--- src/hw/rtl/dprm_pkg.sv ---
package dprm_pkg;

    localparam int unsigned NumRegs = 9;

    typedef logic [31:0] t_word;
    typedef logic [63:0] t_tick;
    typedef logic [3:0]  t_reg_idx;

    // Access kinds; the unused codes behave as an idle tick
    localparam logic [1:0] KIND_READ  = 2'd0;
    localparam logic [1:0] KIND_WRITE = 2'd1;

    // Register indexes
    localparam t_reg_idx IX_CTRL        = 4'd0;
    localparam t_reg_idx IX_STATUS      = 4'd1;
    localparam t_reg_idx IX_IRQ         = 4'd2;
    localparam t_reg_idx IX_XFER_LEN    = 4'd5;
    localparam t_reg_idx IX_LINK_STATUS = 4'd6;
    localparam t_reg_idx IX_LINK_CTRL   = 4'd7;
    localparam t_reg_idx IX_PCIE_FIRST  = 4'd6;

    // Address windows: DMA block of six words, PCIe block of three words
    localparam logic [26:0] DMA_WIN_HI  = 27'(32'h4000_0000 >> 5);
    localparam logic [27:0] PCIE_WIN_HI = 28'(32'h5000_0000 >> 4);
    localparam logic [2:0]  DMA_WORDS   = 3'd6;
    localparam logic [1:0]  PCIE_WORDS  = 2'd3;

    localparam t_word RO_MASK [NumRegs] = '{
        32'h0, 32'hFFFF_FFFF, 32'h0, 32'h0, 32'h0,
        32'h0, 32'hFFFF_FFFF, 32'h0, 32'h0};
    localparam t_word CLR_MASK [NumRegs] = '{
        32'h0, 32'h0, 32'h7, 32'h0, 32'h0,
        32'h0, 32'h0, 32'h0, 32'h7};
    localparam t_word RESET_VAL [NumRegs] = '{
        32'h0, 32'h1, 32'h0, 32'h0, 32'h0,
        32'h0, 32'h0, 32'h0, 32'h0};

    localparam t_word STATUS_BUSY     = 32'h2;
    localparam logic [7:0] STATUS_DONE_LO = 8'h05;
    localparam t_word LINK_UP_BASE    = 32'h1 | (32'd16 << 4) | (32'h10 << 10);
    localparam t_word DMA_LATENCY_RST = 32'd10;

    typedef struct packed {
        logic       fire;
        logic [1:0] kind;
        t_word      addr;
        t_word      wdata;
    } t_req;

    typedef struct packed {
        t_word read_data;
        logic  decode_error;
    } t_rsp;

endpackage

--- src/hw/rtl/dprm_regfile.sv ---
module dprm_regfile
    import dprm_pkg::*;
(
    input  logic  i_clk,
    input  logic  i_rst_n,
    input  t_req  i_req,
    input  t_word i_dma_latency,
    output t_rsp  o_rsp
);

    t_word r_store [NumRegs];
    t_word n_store [NumRegs];
    t_word store_t [NumRegs];
    t_tick r_tick_nx, n_tick_nx;   // value the tick counter takes on its next advance
    t_tick r_finish, n_finish;
    logic  r_active, n_active;

    logic     dma_hit, pcie_hit, mapped, is_rw, is_write, do_tick, done, active_t;
    t_reg_idx idx;
    t_word    cur, w1c, writable;

    always_comb begin
        dma_hit  = (i_req.addr[31:5] == DMA_WIN_HI) && (i_req.addr[4:2] < DMA_WORDS)
                   && (i_req.addr[1:0] == 2'b00);
        pcie_hit = (i_req.addr[31:4] == PCIE_WIN_HI) && (i_req.addr[3:2] < PCIE_WORDS)
                   && (i_req.addr[1:0] == 2'b00);
        mapped   = dma_hit || pcie_hit;
        if (dma_hit) begin
            idx = {1'b0, i_req.addr[4:2]};
        end else if (pcie_hit) begin
            idx = IX_PCIE_FIRST + {2'b00, i_req.addr[3:2]};
        end else begin
            idx = IX_CTRL;
        end
        is_rw    = (i_req.kind == KIND_READ) || (i_req.kind == KIND_WRITE);
        is_write = i_req.kind == KIND_WRITE;
        do_tick  = i_req.fire && (!is_rw || mapped);

        // Complete a running transfer before the access
        store_t  = r_store;
        active_t = r_active;
        done     = r_active && (r_tick_nx >= r_finish);
        if (done) begin
            store_t[IX_STATUS] = {8'h00, r_store[IX_XFER_LEN][17:2], STATUS_DONE_LO};
            store_t[IX_IRQ][0] = 1'b1;
            active_t           = 1'b0;
        end

        n_store   = r_store;
        n_active  = r_active;
        n_finish  = r_finish;
        n_tick_nx = r_tick_nx;
        w1c       = CLR_MASK[idx];
        writable  = ~(RO_MASK[idx] | w1c);
        cur       = store_t[idx] & ~(i_req.wdata & w1c);
        cur       = (cur & ~writable) | (i_req.wdata & writable);

        if (do_tick) begin
            n_store   = store_t;
            n_active  = active_t;
            n_tick_nx = r_tick_nx + 64'd1;
            if (is_write) begin
                n_store[idx] = cur;
                if (idx == IX_CTRL && i_req.wdata[0] && !active_t) begin
                    n_active           = 1'b1;
                    n_finish           = r_tick_nx + {32'h0, i_dma_latency};
                    n_store[IX_STATUS] = STATUS_BUSY;
                end
                if (idx == IX_LINK_CTRL && i_req.wdata[0]) begin
                    n_store[IX_LINK_STATUS] = LINK_UP_BASE
                                              | {28'h0, i_req.wdata[3:1], 1'b0};
                end
            end
        end

        o_rsp.read_data    = (mapped && i_req.kind == KIND_READ) ? store_t[idx] : '0;
        o_rsp.decode_error = is_rw && !mapped;
    end

    always_ff @(posedge i_clk) begin
        if (!i_rst_n) begin
            for (int i = 0; i < NumRegs; i++) begin
                r_store[i] <= RESET_VAL[i];
            end
            r_tick_nx <= 64'd1;
            r_finish  <= '0;
            r_active  <= 1'b0;
        end else begin
            r_store   <= n_store;
            r_tick_nx <= n_tick_nx;
            r_finish  <= n_finish;
            r_active  <= n_active;
        end
    end

endmodule

--- src/hw/rtl/dma_pcie_register_model_core.sv ---
// Throughput: one access per cycle while i_out_stall is low. An accepted beat
// passes from the input register through one stage of decode and register
// update logic to the result register; these form the whole path.
// Reset: i_rst_n is synchronous and active low; it restores the register map
// defaults, clears the tick counter and DMA state, and sets dma_latency to 10.
module dma_pcie_register_model_core
    import dprm_pkg::*;
(
    input  logic        i_clk,
    input  logic        i_rst_n,
    // configuration
    input  logic        i_cfg_wr_en,
    input  logic [31:0] i_cfg_wr_data,
    // access channel
    input  logic        i_in_valid,
    output logic        o_in_stall,
    input  logic [1:0]  i_kind,
    input  logic [31:0] i_address,
    input  logic [31:0] i_write_data,
    // result channel
    output logic        o_out_valid,
    input  logic        i_out_stall,
    output logic [31:0] o_read_data,
    output logic        o_decode_error
);

    // Input stage
    logic        r_in_valid;
    logic [1:0]  r_in_kind;
    t_word       r_in_addr;
    t_word       r_in_wdata;

    // Result stage
    logic        r_out_valid;
    t_word       r_out_read_data;
    logic        r_out_decode_error;

    t_word       r_dma_latency;

    logic        out_free;   // result register empty or being drained this cycle
    logic        fire;       // held beat is processed and moves to the result register
    logic        load_in;    // input register takes a new beat (or goes empty)
    t_req        req;
    t_rsp        rsp;

    assign out_free   = !r_out_valid || !i_out_stall;
    assign fire       = r_in_valid && out_free;
    assign load_in    = !r_in_valid || fire;
    assign o_in_stall = !load_in;

    assign req.fire  = fire;
    assign req.kind  = r_in_kind;
    assign req.addr  = r_in_addr;
    assign req.wdata = r_in_wdata;

    // State update happens at the same edge the result is captured, so the
    // next beat in the input register always sees up to date state.
    dprm_regfile u_regfile (
        .i_clk         (i_clk),
        .i_rst_n       (i_rst_n),
        .i_req         (req),
        .i_dma_latency (r_dma_latency),
        .o_rsp         (rsp)
    );

    // Control state
    always_ff @(posedge i_clk) begin
        if (!i_rst_n) begin
            r_in_valid    <= 1'b0;
            r_out_valid   <= 1'b0;
            r_dma_latency <= DMA_LATENCY_RST;
        end else begin
            if (load_in) begin
                r_in_valid <= i_in_valid;
            end
            if (out_free) begin
                r_out_valid <= fire;
            end
            if (i_cfg_wr_en) begin
                r_dma_latency <= i_cfg_wr_data;
            end
        end
    end

    // Payload: hold while stalled, advance otherwise
    always_ff @(posedge i_clk) begin
        if (load_in && i_in_valid) begin
            r_in_kind  <= i_kind;
            r_in_addr  <= i_address;
            r_in_wdata <= i_write_data;
        end
        if (fire) begin
            r_out_read_data    <= rsp.read_data;
            r_out_decode_error <= rsp.decode_error;
        end
    end

    assign o_out_valid    = r_out_valid;
    assign o_read_data    = r_out_read_data;
    assign o_decode_error = r_out_decode_error;

endmodule
--- config.mk ---
export PLATFORM = sky130hd
export DESIGN_NAME = dma_pcie_register_model_core
export DESIGN_NICKNAME = d
export VERILOG_FILES = /design/src/hw/rtl/dprm_pkg.sv /design/src/hw/rtl/dprm_regfile.sv /design/src/hw/rtl/dma_pcie_register_model_core.sv
export SDC_FILE = /design/constraint.sdc
export NUM_CORES = 1
export LEC_CHECK = 0
export ABC_AREA = 1
export BUFFER_PORTS_ARGS = -buffer_cell sky130_fd_sc_hd__buf_2
export CAP_MARGIN = 40
export CORE_MARGIN = 1.5
export CORE_UTILIZATION = 50
export DETAILED_ROUTE_END_ITERATION = 10
export HOLD_SLACK_MARGIN = 0.06
export PLACE_DENSITY = 0.67
export SYNTH_ARGS = -nofsm -noshare
export SYNTH_HDL_FRONTEND = slang
export SYNTH_SLANG_ARGS = --single-unit
--- constraint.sdc ---
create_clock -name i_clk -period 9.45 [get_ports i_clk]
set_input_delay 0.945 -clock i_clk [delete_from_list [all_inputs] [get_ports i_clk]]
set_output_delay 0.945 -clock i_clk [all_outputs]
set_load 0.05 [all_outputs]
==> PnR_summary.wiki, run 1 <==
{| class="wikitable"
! Metric !! Value
|-
| Status || finished, violations left
|-
| Failing checks || design-rule violations
|-
| Clock sinks || 550
|-
| First-pass GRT wire length || 146,000 um
|-
| Share of flip-flops with an asynchronous set or reset after synthesis || 0
|-
| Routed length on met3 || 6180 um
|-
| Kind of launch point of the worst setup path || flop
|-
| Fraction of layout cells with a size suffix above 1 || 0.0851
|-
| Count of standard-cell rows || 89
|-
| Post-CTS Hold Buffers || 0
|-
| Worst-margin pin slew || 0.918 ns
|-
| Count of instances resized after the clock tree is built || 0
|-
| Share of the yosys chip area belonging to registers || 0.399
|-
| Fill count || 5,815
|-
| Wire length per cell after detailed routing || 17.9 um
|-
| Final RePlAce weighted congestion || 0.989
|-
| Crit path kind || flop to flop
|-
| Clk slew on worst S/H paths || 0.07 ns
|-
| Core utilization of the finished layout || 0.563
|-
| Topmost layer with routed signal wires || met4
|-
| Largest buffer count on any clock path || 3
|-
| Count of input and output buffers || 137
|-
| Overall track demand over capacity in global routing || 0.300
|-
| Diode count || 0
|-
| Total setup violations reported at the end of the flow || 0
|-
| Peak supply drop || 0.167 mV
|-
| Cells after synthesis || 4,337
|-
| Floorplan Core Area || 0.0592 mm^2
|-
| Top-area cell type share of the netlist area || 0.300
|-
| Number of synthesized register bits || 550
|-
| Die extent in y || 248 um
|-
| Slew Viols, Final || 0
|-
| Worst relative slew slack || 0.388
|-
| H-tree depth || 2
|-
| First-pass DRT Iterations || 8
|-
| Number of ports placed on the die boundary || 138
|-
| Internal Dissipation || 3.79 mW
|-
| Leakage power of the design || 14.0 nW
|-
| Number of synthesized flops with an enable pin || 99
|-
| Vias after detailed routing || 28,600
|-
| Antenna-violating nets left || 0
|-
| Cell with the biggest individual delay on the critical path || sky130_fd_sc_hd__nor2_4
|-
| Fmax achieved || 234 MHz
|-
| WP data required || 9.99 ns
|-
| Setup Skew || 0.0595 ns
|-
| Clock tree from TritonCTS || yes
|-
| Area added between synthesis and finish || 10.9%
|-
| Estimated wirelength of the detail-placed design || 61,700 um
|-
| Netlist area before placement || 0.0301 mm^2
|-
| Comb pwr share || 0.056
|-
| Fraction of power consumed by the clock network || 0.453
|-
| Switching Fraction || 0.245
|-
| Design area || 0.0334 mm^2
|-
| Crit-path most repeated cell || sky130_fd_sc_hd__nand2_1
|-
| Critical path, cell by cell || inv_1, ha_1, nand2_1, nor2_1, nand2_1, nor2_1, nand2_1, nand2_1, nor2_1, nand2_1, nand2_1, nand3_1, nand2_2, nor2_4, buf_4, o21ai_0, a21oi_1
|-
| Setup repair after global routing missed its margin || false
|-
| Number of buffers added for setup after CTS || 0
|-
| Net total in the final layout || 4,592
|-
| DRC viols || 4
|-
| PnR Total Power || 5.02 mW
|-
| Total Neg Setup Slack || 0 ns
|-
| Sequential cell fraction of total power || 0.490
|-
| Pin count of the biggest net entering global routing || 113
|-
| Clk Latency, worst-skew pair || 0.67 ns
|-
| Initial antenna violation count || 2
|-
| Area of the die || 0.0616 mm^2
|-
| GRT Residual Overflow || 0
|-
| Tcrit/Tclk final || 0.452
|-
| Distinct cell type count of the synthesized netlist || 58
|-
| Worst path arrival time || 4.81 ns
|-
| Synth area leaders || sky130_fd_sc_hd__dfxtp_1 30%, sky130_fd_sc_hd__nand2_1 11%, sky130_fd_sc_hd__edfxtp_1 9.9%
|-
| CTS Root Buffer Type || sky130_fd_sc_hd__clkbuf_16
|-
| Total clock buffers created by CTS || 58
|-
| Worst Setup End Kind || flop
|-
| Hold violation count in the final report || 0
|-
| Power spent charging and discharging nets || 1.23 mW
|-
| Routed length on met1 || 39,500 um
|-
| Number of max-capacitance violations reported || 0
|-
| Starting utilization of the core area || 0.507
|-
| Longest individual stage delay on the worst path || 0.72 ns
|-
| Synth Warn # || 0
|-
| Total wire length || 93,200 um
|-
| Synth Area per Inst || 6.93 um^2
|-
| Min Tclk post-route || 4.27 ns
|-
| Power density relative to cell area || 150 mW/mm^2
|-
| Die W || 248 um
|-
| Met2 layer wire length in the routed design || 43,000 um
|-
| Vias per std cell || 5.48
|-
| Cell family contributing the most delay on the critical path || simple AND/OR/NAND/NOR gates
|-
| Top cell type by total area after synthesis || sky130_fd_sc_hd__dfxtp_1
|-
| Dpl cell area || 0.0315 mm^2
|-
| Crit Path Max Fanout || 67
|-
| Violation count after the first detailed-routing iteration || 2,282
|-
| Number of buffers and inverters on the critical path || 2
|-
| Post-synth top flop || sky130_fd_sc_hd__dfxtp_1
|-
| Type of the most critical hold path || primary input to flop
|-
| Net Count, Synth || 4,538
|-
| Vias in the first global route || 26,700
|}
==> power by group through the flow <==
stage,registers [mW],logic (mW),clock network (mW)
2_1_floorplan,2.52,0.169,0
3_3_place_gp,2.51,0.271,0
3_5_place_dp,2.51,0.281,0
4_1_cts,2.46,0.282,2.31
5_1_grt,2.46,0.315,2.40
6_report,2.46,0.283,2.28
==> Yosys cell counts, drive strengths merged (74+ instances only) <==
cell type  instances
a21oi            383
buf               74
clkbuf           114
dfxtp            451
edfxtp            99
ha                97
inv              614
nand2            964
nand3            324
nand4             74
nor2             540
o21ai            243
==> cell usage in the layout, fill, tap and decap left out, types with 7 or more instances in the layout <==
| cell type | instances |
|---|---|
| sky130_fd_sc_hd__a21oi_1 | 380 |
| sky130_fd_sc_hd__a22oi_1 | 13 |
| sky130_fd_sc_hd__a31oi_1 | 51 |
| sky130_fd_sc_hd__buf_16 | 7 |
| sky130_fd_sc_hd__buf_2 | 137 |
| sky130_fd_sc_hd__buf_4 | 31 |
| sky130_fd_sc_hd__clkbuf_1 | 14 |
| sky130_fd_sc_hd__clkbuf_16 | 59 |
| sky130_fd_sc_hd__clkinv_1 | 13 |
| sky130_fd_sc_hd__clkinv_2 | 17 |
| sky130_fd_sc_hd__dfxtp_1 | 451 |
| sky130_fd_sc_hd__edfxtp_1 | 99 |
| sky130_fd_sc_hd__ha_1 | 97 |
| sky130_fd_sc_hd__inv_1 | 600 |
| sky130_fd_sc_hd__inv_2 | 12 |
| sky130_fd_sc_hd__nand2_1 | 911 |
| sky130_fd_sc_hd__nand2_2 | 52 |
| sky130_fd_sc_hd__nand3_1 | 321 |
| sky130_fd_sc_hd__nand4_1 | 74 |
| sky130_fd_sc_hd__nor2_1 | 517 |
| sky130_fd_sc_hd__nor2_2 | 12 |
| sky130_fd_sc_hd__nor2_4 | 11 |
| sky130_fd_sc_hd__nor3_1 | 51 |
| sky130_fd_sc_hd__nor4_1 | 31 |
| sky130_fd_sc_hd__o2111ai_1 | 11 |
| sky130_fd_sc_hd__o21a_1 | 7 |
| sky130_fd_sc_hd__o21ai_0 | 225 |
| sky130_fd_sc_hd__o21ai_1 | 16 |
| sky130_fd_sc_hd__o221ai_1 | 17 |
| sky130_fd_sc_hd__o22ai_1 | 13 |
| sky130_fd_sc_hd__or2_1 | 23 |
| sky130_fd_sc_hd__xnor2_1 | 20 |
| sky130_fd_sc_hd__xor2_1 | 72 |
==> through the flow <==
| step | hold WS, ns | instances | setup WS, ns |
|---|---|---|---|
| floorplan | 0.435 | 4337 | 5.28 |
| global placement | 0.452 | 5089 | 5.04 |
| detailed placement | 0.454 | 5104 | 4.98 |
| finish | 0.449 | 5213 | 5.18 |
| CTS | 0.429 | 5213 | 5.18 |
| global route | 0.443 | 5213 | 4.73 |
==> worst register-to-register path, cell delays in order, from the launching register on <==
cell	delay, ns
sky130_fd_sc_hd__dfxtp_1	0.50
sky130_fd_sc_hd__inv_1	0.22
sky130_fd_sc_hd__ha_1	0.32
sky130_fd_sc_hd__nand2_1	0.04
sky130_fd_sc_hd__nor2_1	0.10
sky130_fd_sc_hd__nand2_1	0.07
sky130_fd_sc_hd__nor2_1	0.25
sky130_fd_sc_hd__nand2_1	0.09
sky130_fd_sc_hd__nand2_1	0.07
sky130_fd_sc_hd__nor2_1	0.07
sky130_fd_sc_hd__nand2_1	0.14
sky130_fd_sc_hd__nand2_1	0.12
sky130_fd_sc_hd__nand3_1	0.18
sky130_fd_sc_hd__nand2_2	0.28
sky130_fd_sc_hd__nor2_4	0.72
sky130_fd_sc_hd__buf_4	0.65
sky130_fd_sc_hd__o21ai_0	0.19
sky130_fd_sc_hd__a21oi_1	0.18
==> logic make-up (layout without fill, tap and decap cells) <==
logic type	Yosys count	count (layout)	synth area share
adders and majority gates	98	98	0.0410
AOI/OAI and AO/OA	763	763	0.138
and+or+nand+nor	2027	2027	0.290
buffers and inverters	806	909	0.105
DFF	550	550	0.399
muxes	1	1	0.000375
xor gates and xnor gates	92	92	0.0268
==> final timing paths <==
check                                                          from                             endpoint  slack [ns]  cells past startpoint
worst max-delay path            u_regfile.r_tick_nx[0]$_SDFFE_PN1P_  u_regfile.r_finish[35]$_SDFFE_PN0P_        5.18                     17
worst min-delay path                                i_write_data[8]              r_in_wdata[8]$_DFFE_PP_        0.45                      1
worst max register to register  u_regfile.r_tick_nx[0]$_SDFFE_PN1P_  u_regfile.r_finish[35]$_SDFFE_PN0P_        5.18                     17
worst min register to register   u_regfile.r_finish[9]$_SDFFE_PN0P_   u_regfile.r_finish[9]$_SDFFE_PN0P_        0.46                      2
==> area by class of cell <==
cell class | instances | area (um^2) | area share
Clock buffer | 79 | 1610 | 0.0483
Multi-Input combinational cell | 2981 | 15000 | 0.449
Sequential cell | 550 | 12000 | 0.360
Timing Repair Buffer | 182 | 1220 | 0.0367
Inverter | 618 | 2330 | 0.0698
Tap cell | 773 | 967 | 0.0290
Clock inverter | 30 | 254 | 0.00761
==> metal layers <==
layer,up-vias,global-route usage
met5,-,0
met1,13100,0.382
met4,0,0.142
li1,14200,-
met3,269,0.0402
met2,1010,0.504
==> state kept, by name, indices dropped and copies added, names as in the netlist <==
register	cells
r_in_valid	1
u_regfile.r_tick_nx	64
o_decode_error	1
o_read_data	32
r_in_addr	32
r_in_kind	2
u_regfile.r_active	1
r_dma_latency	32
r_in_wdata	32
u_regfile.r_finish	64
o_out_valid	1
u_regfile.r_store	288
Note: power is estimated with default switching activity, not from simulation.
==> inputs of run 2 (changes only) <==
--- a/config.mk
+++ b/config.mk
@@ -5,14 +5,14 @@
 export SDC_FILE = /design/constraint.sdc
 export NUM_CORES = 1
 export LEC_CHECK = 0
-export ABC_AREA = 1
+export ABC_AREA = 0
 export BUFFER_PORTS_ARGS = -buffer_cell sky130_fd_sc_hd__buf_2
 export CAP_MARGIN = 40
 export CORE_MARGIN = 1.5
 export CORE_UTILIZATION = 50
 export DETAILED_ROUTE_END_ITERATION = 10
 export HOLD_SLACK_MARGIN = 0.06
-export PLACE_DENSITY = 0.67
+export PLACE_DENSITY = 0.7
 export SYNTH_ARGS = -nofsm -noshare
 export SYNTH_HDL_FRONTEND = slang
 export SYNTH_SLANG_ARGS = --single-unit
==> constraint.sdc (replaced) <==
create_clock -name i_clk -period 3.8 [get_ports i_clk]
set_input_delay 0.38 -clock i_clk [delete_from_list [all_inputs] [get_ports i_clk]]
set_output_delay 0.38 -clock i_clk [all_outputs]
set_load 0.05 [all_outputs]
==> run 2 against run 1 <==
Against the previous run:
- the run now ends clean
- first-iteration DRC count fell by 9.6%
- synthesized cell count fell by 32%
- clock power rose to 2.5 times the previous value
- worst setup slack got worse by 5.0 ns
- combinational power rose by 130%
- synthesized area fell by 15%
- sequential share of layout area rose by 3.9 points
- die area fell by 15%
- core utilization rose by 3.6 points
- non-clock buffer count rose by 137
- global-route usage fell by 2.4 points
==> PnR_summary.wiki, run 2 <==
{| class="wikitable"
! Metric !! Value
|-
| Synth cell count leaders || 580 x sky130_fd_sc_hd__nor2_1, 451 x sky130_fd_sc_hd__dfxtp_1, 330 x sky130_fd_sc_hd__a21oi_1, 256 x sky130_fd_sc_hd__nand2_1, 153 x sky130_fd_sc_hd__clkbuf_1
|-
| Fmax achieved || 279 MHz (+19%)
|-
| Total Neg Setup Slack || 0 ns (unchanged)
|-
| Crit Path Max Fanout || 26 (-61%)
|-
| Worst path arrival time || 3.90 ns (-0.91 ns)
|-
| Power density relative to cell area || 416 mW/mm^2 (+180%)
|-
| Estimated wirelength of the detail-placed design || 47,900 um (-22%)
|-
| DRC viols || 0 (-4)
|-
| Number of synthesized flops with an enable pin || 99 (unchanged)
|-
| Setup Skew || 0.0543 ns (-0.00524 ns)
|-
| Count of standard-cell rows || 82 (-7.9%)
|-
| Final Hold Slack || 0.184 ns (-0.265 ns)
|-
| Die extent in y || 229 um (-7.8%)
|-
| Starting utilization of the core area || 0.507 (about the same)
|-
| Min Tclk post-route || 3.58 ns (-0.697 ns)
|-
| Violation count after the first detailed-routing iteration || 2,063 (-9.6%)
|-
| Clock tree from TritonCTS || yes
|-
| Total wire length || 74,000 um (-21%)
|-
| Worst-margin pin slew || 0.916 ns (-0.00245 ns)
|-
| Net total in the final layout || 3,367 (-27%)
|-
| Fill count || 4,313 (-26%)
|-
| H-tree depth || 2 (unchanged)
|-
| Synth Warn # || 0 (unchanged)
|-
| Non-filler cells, final || 3,887 (-25%)
|-
| Commonest non-fill, non-tap cell in the layout || sky130_fd_sc_hd__nor2_1
|-
| Area added between synthesis and finish || 18.1%
|-
| First-pass GRT wire length || 117,000 um (-20%)
|-
| Multiplexer share of the synthesized area || 0.0349 (+0.0345)
|-
| Flip-flop count of the largest register, all copies and words added || 288 (unchanged)
|-
| Worst Setup End Kind || flop
|-
| Status || complete, no violations
|-
| Post-synthesis compound-gate area fraction || 0.170 (+0.0327)
|-
| Final RePlAce weighted congestion || 0.917 (-7.3%)
|-
| Peak supply drop || 0.479 mV (+190%)
|-
| Top cell type by total area after synthesis || sky130_fd_sc_hd__dfxtp_1
|-
| Largest family of logic cells by synthesized area || simple AND/OR/NAND/NOR gates
|-
| Count leader, synth || sky130_fd_sc_hd__nor2_1
|-
| Hold violation count in the final report || 0 (unchanged)
|-
| FF/Latch Area || 0.0120 mm^2 (unchanged)
|-
| GRT Residual Overflow || 0 (unchanged)
|-
| Tcrit/Tclk final || 0.942 (+0.489)
|-
| Worst relative slew slack || 0.385 (-0.00306)
|-
| Pin count of the biggest net entering global routing || 118 (+4.4%)
|-
| Placed Instances || 3,679 (-28%)
|-
| Number of synthesized register bits || 550 (unchanged)
|-
| Antenna-violating nets left || 0 (unchanged)
|-
| Fraction of layout cells with a size suffix above 1 || 0.111 (+0.0256)
|-
| Adder-cell share of the synthesized area || 0.0484 (+0.00733)
|-
| Top-area cell type share of the netlist area || 0.354 (+0.0536)
|-
| Cells after synthesis || 2,966 (-32%)
|-
| Slew Viols, Final || 0 (unchanged)
|-
| Type of the most critical hold path || primary input to flop
|-
| Kind of launch point of the worst setup path || flop
|-
| Floorplan Core Area || 0.0503 mm^2 (-15%)
|-
| Number of max-capacitance violations reported || 0 (unchanged)
|-
| Share of synthesized cell area in and, or, nand and nor gates || 0.200 (-0.0898)
|-
| Vias after detailed routing || 22,600 (-21%)
|-
| Count of input and output buffers || 137 (unchanged)
|-
| Largest buffer count on any clock path || 3 (unchanged)
|-
| Vias per std cell || 5.81 (+6.0%)
|-
| Number of buffers added for setup after CTS || 0 (unchanged)
|-
| Synth Area per Inst || 8.60 um^2 (+24%)
|-
| Netlist area before placement || 0.0255 mm^2 (-15%)
|-
| Distinct cell type count of the synthesized netlist || 76 (+31%)
|-
| Core utilization of the finished layout || 0.599 (+0.0361)
|-
| Vias in the first global route || 21,900 (-18%)
|-
| Total clock buffers created by CTS || 57 (-1.7%)
|-
| Share of the yosys chip area belonging to registers || 0.470 (+0.0713)
|-
| Die W || 229 um (-7.8%)
|-
| Xor and xnor fraction of the mapped netlist area || 0.0354 (+0.00856)
|-
| Number of ports placed on the die boundary || 138 (unchanged)
|-
| WP data required || 4.12 ns (-5.87 ns)
|-
| Total setup violations reported at the end of the flow || 0 (unchanged)
|-
| Synth area leaders || sky130_fd_sc_hd__dfxtp_1 35%, sky130_fd_sc_hd__edfxtp_1 12%, sky130_fd_sc_hd__nor2_1 8.5%
|-
| Setup repair after global routing missed its margin || false
|-
| Leakage power of the design || 11.5 nW (-18%)
|-
| First-pass DRT Iterations || 7 (-1)
|-
| Net Count, Synth || 3,167 (-30%)
|-
| Post-synth top flop || sky130_fd_sc_hd__dfxtp_1
|-
| Overall track demand over capacity in global routing || 0.277 (-0.0238)
|-
| Top library cells by usage in the layout, fill and taps aside || 575 x sky130_fd_sc_hd__nor2_1, 451 x sky130_fd_sc_hd__dfxtp_1, 330 x sky130_fd_sc_hd__a21oi_1, 256 x sky130_fd_sc_hd__nand2_1, 137 x sky130_fd_sc_hd__buf_2
|-
| Largest register by flop count || u_regfile.r_store
|-
| Diode count || 0 (unchanged)
|-
| CTS Root Buffer Type || sky130_fd_sc_hd__clkbuf_16
|-
| Clk Latency, worst-skew pair || 0.64 ns (-0.03 ns)
|-
| Area of the die || 0.0524 mm^2 (-15%)
|-
| Initial antenna violation count || 0 (-2)
|-
| Wire length per cell after detailed routing || 19.0 um (+6.6%)
|-
| Share of flip-flops with an asynchronous set or reset after synthesis || 0 (unchanged)
|-
| Crit path kind || flop to flop
|-
| Clock sinks || 550 (unchanged)
|-
| Multi-input logic area || 0.0126 mm^2 (-16%)
|-
| Registers with the most flip-flops || u_regfile.r_store (288), u_regfile.r_finish (64), u_regfile.r_tick_nx (64)
|-
| Clk slew on worst S/H paths || 0.06 ns (about the same)
|}
==> run 2: changes by cell type after synthesis, moves of 60 or more <==
cell / before / now
sky130_fd_sc_hd__mux2i_1: 0 / 89
sky130_fd_sc_hd__nor2_1: 520 / 580
sky130_fd_sc_hd__nand3_1: 321 / 69
sky130_fd_sc_hd__a211oi_1: 5 / 83
sky130_fd_sc_hd__inv_1: 601 / 85
sky130_fd_sc_hd__o21ai_0: 225 / 132
sky130_fd_sc_hd__nand2_1: 913 / 256
==> run 2: what timing repair did <==
action,CTS,global route
hold endpoints to repair,100,0
gates resized for setup,0,1
setup endpoints to repair,0,3
hold buffers,100,0
==> run 2: stage by stage <==
stage	instance area [um^2]	setup slack (ns)	total power [mW]
floorplan	25500	0.535	6.56
global route	30100	0.0369	12.9
detailed placement	27100	0.270	6.77
global placement	27100	0.346	6.75
finish	30100	0.222	12.5
CTS	30100	0.243	12.6
==> run 2: path summary, 6_finish.rpt <==
kind | endpoint | cells past startpoint | from | slack (ns)
worst max register to register | o_read_data[2]$_SDFFCE_PN0P_ | 11 | u_regfile.r_tick_nx[41]$_SDFFE_PN0P_ | 0.22
worst min register to register | u_regfile.r_finish[9]$_SDFFE_PN0P_ | 2 | u_regfile.r_finish[9]$_SDFFE_PN0P_ | 0.45
worst max-delay path | o_read_data[2]$_SDFFCE_PN0P_ | 11 | u_regfile.r_tick_nx[41]$_SDFFE_PN0P_ | 0.22
worst min-delay path | r_dma_latency[31]$_SDFFE_PN0P_ | 3 | i_cfg_wr_en | 0.18
==> run 2: cells by family (layout without fill, tap and decap cells) <==
group / after synthesis / count (layout)
AOI/OAI and AO/OA: 712 / 712
muxes: 89 / 89
adders and majority gates: 98 / 98
xor gates and xnor gates: 103 / 103
and+or+nand+nor: 1150 / 1150
buffers and inverters: 264 / 513
DFF: 550 / 550
==> run 2: critical path, cell delays in order (launching register included) <==
cell and delay (ns):
sky130_fd_sc_hd__dfxtp_1 0.42, sky130_fd_sc_hd__ha_1 0.29, sky130_fd_sc_hd__a211oi_1 0.28, sky130_fd_sc_hd__o21ai_0 0.13, sky130_fd_sc_hd__a21oi_1 0.17, sky130_fd_sc_hd__o21ai_0 0.17
sky130_fd_sc_hd__a211o_1 0.37, sky130_fd_sc_hd__o31a_1 0.34, sky130_fd_sc_hd__buf_12 0.18, sky130_fd_sc_hd__a221o_1 0.33, sky130_fd_sc_hd__a21oi_1 0.45, sky130_fd_sc_hd__nor2_1 0.14
==> run 2: layout make-up <==
cell class / count / area share
inverters: 86 / 0.0110
multi-input cells: 2152 / 0.417
well taps: 672 / 0.0279
flip-flops and latches: 550 / 0.398
repair buffers: 319 / 0.0798
clock inverters: 19 / 0.00631
clock buffers: 89 / 0.0594
==> run 2: per-layer routing <==
metal	vias up	part of all wire	track usage
met5	-	0	0
met4	0	0.038	0.121
met3	188	0.064	0.0291
met2	867	0.47	0.463
met1	10700	0.43	0.362
li1	10800	-	-
==> run 2: power breakdown <==
part	internal, mW	total [mW]	switching (mW)
Combinational	0.243	0.643	0.400
Clock	3.38	5.78	2.40
Sequential	6.03	6.09	0.0629
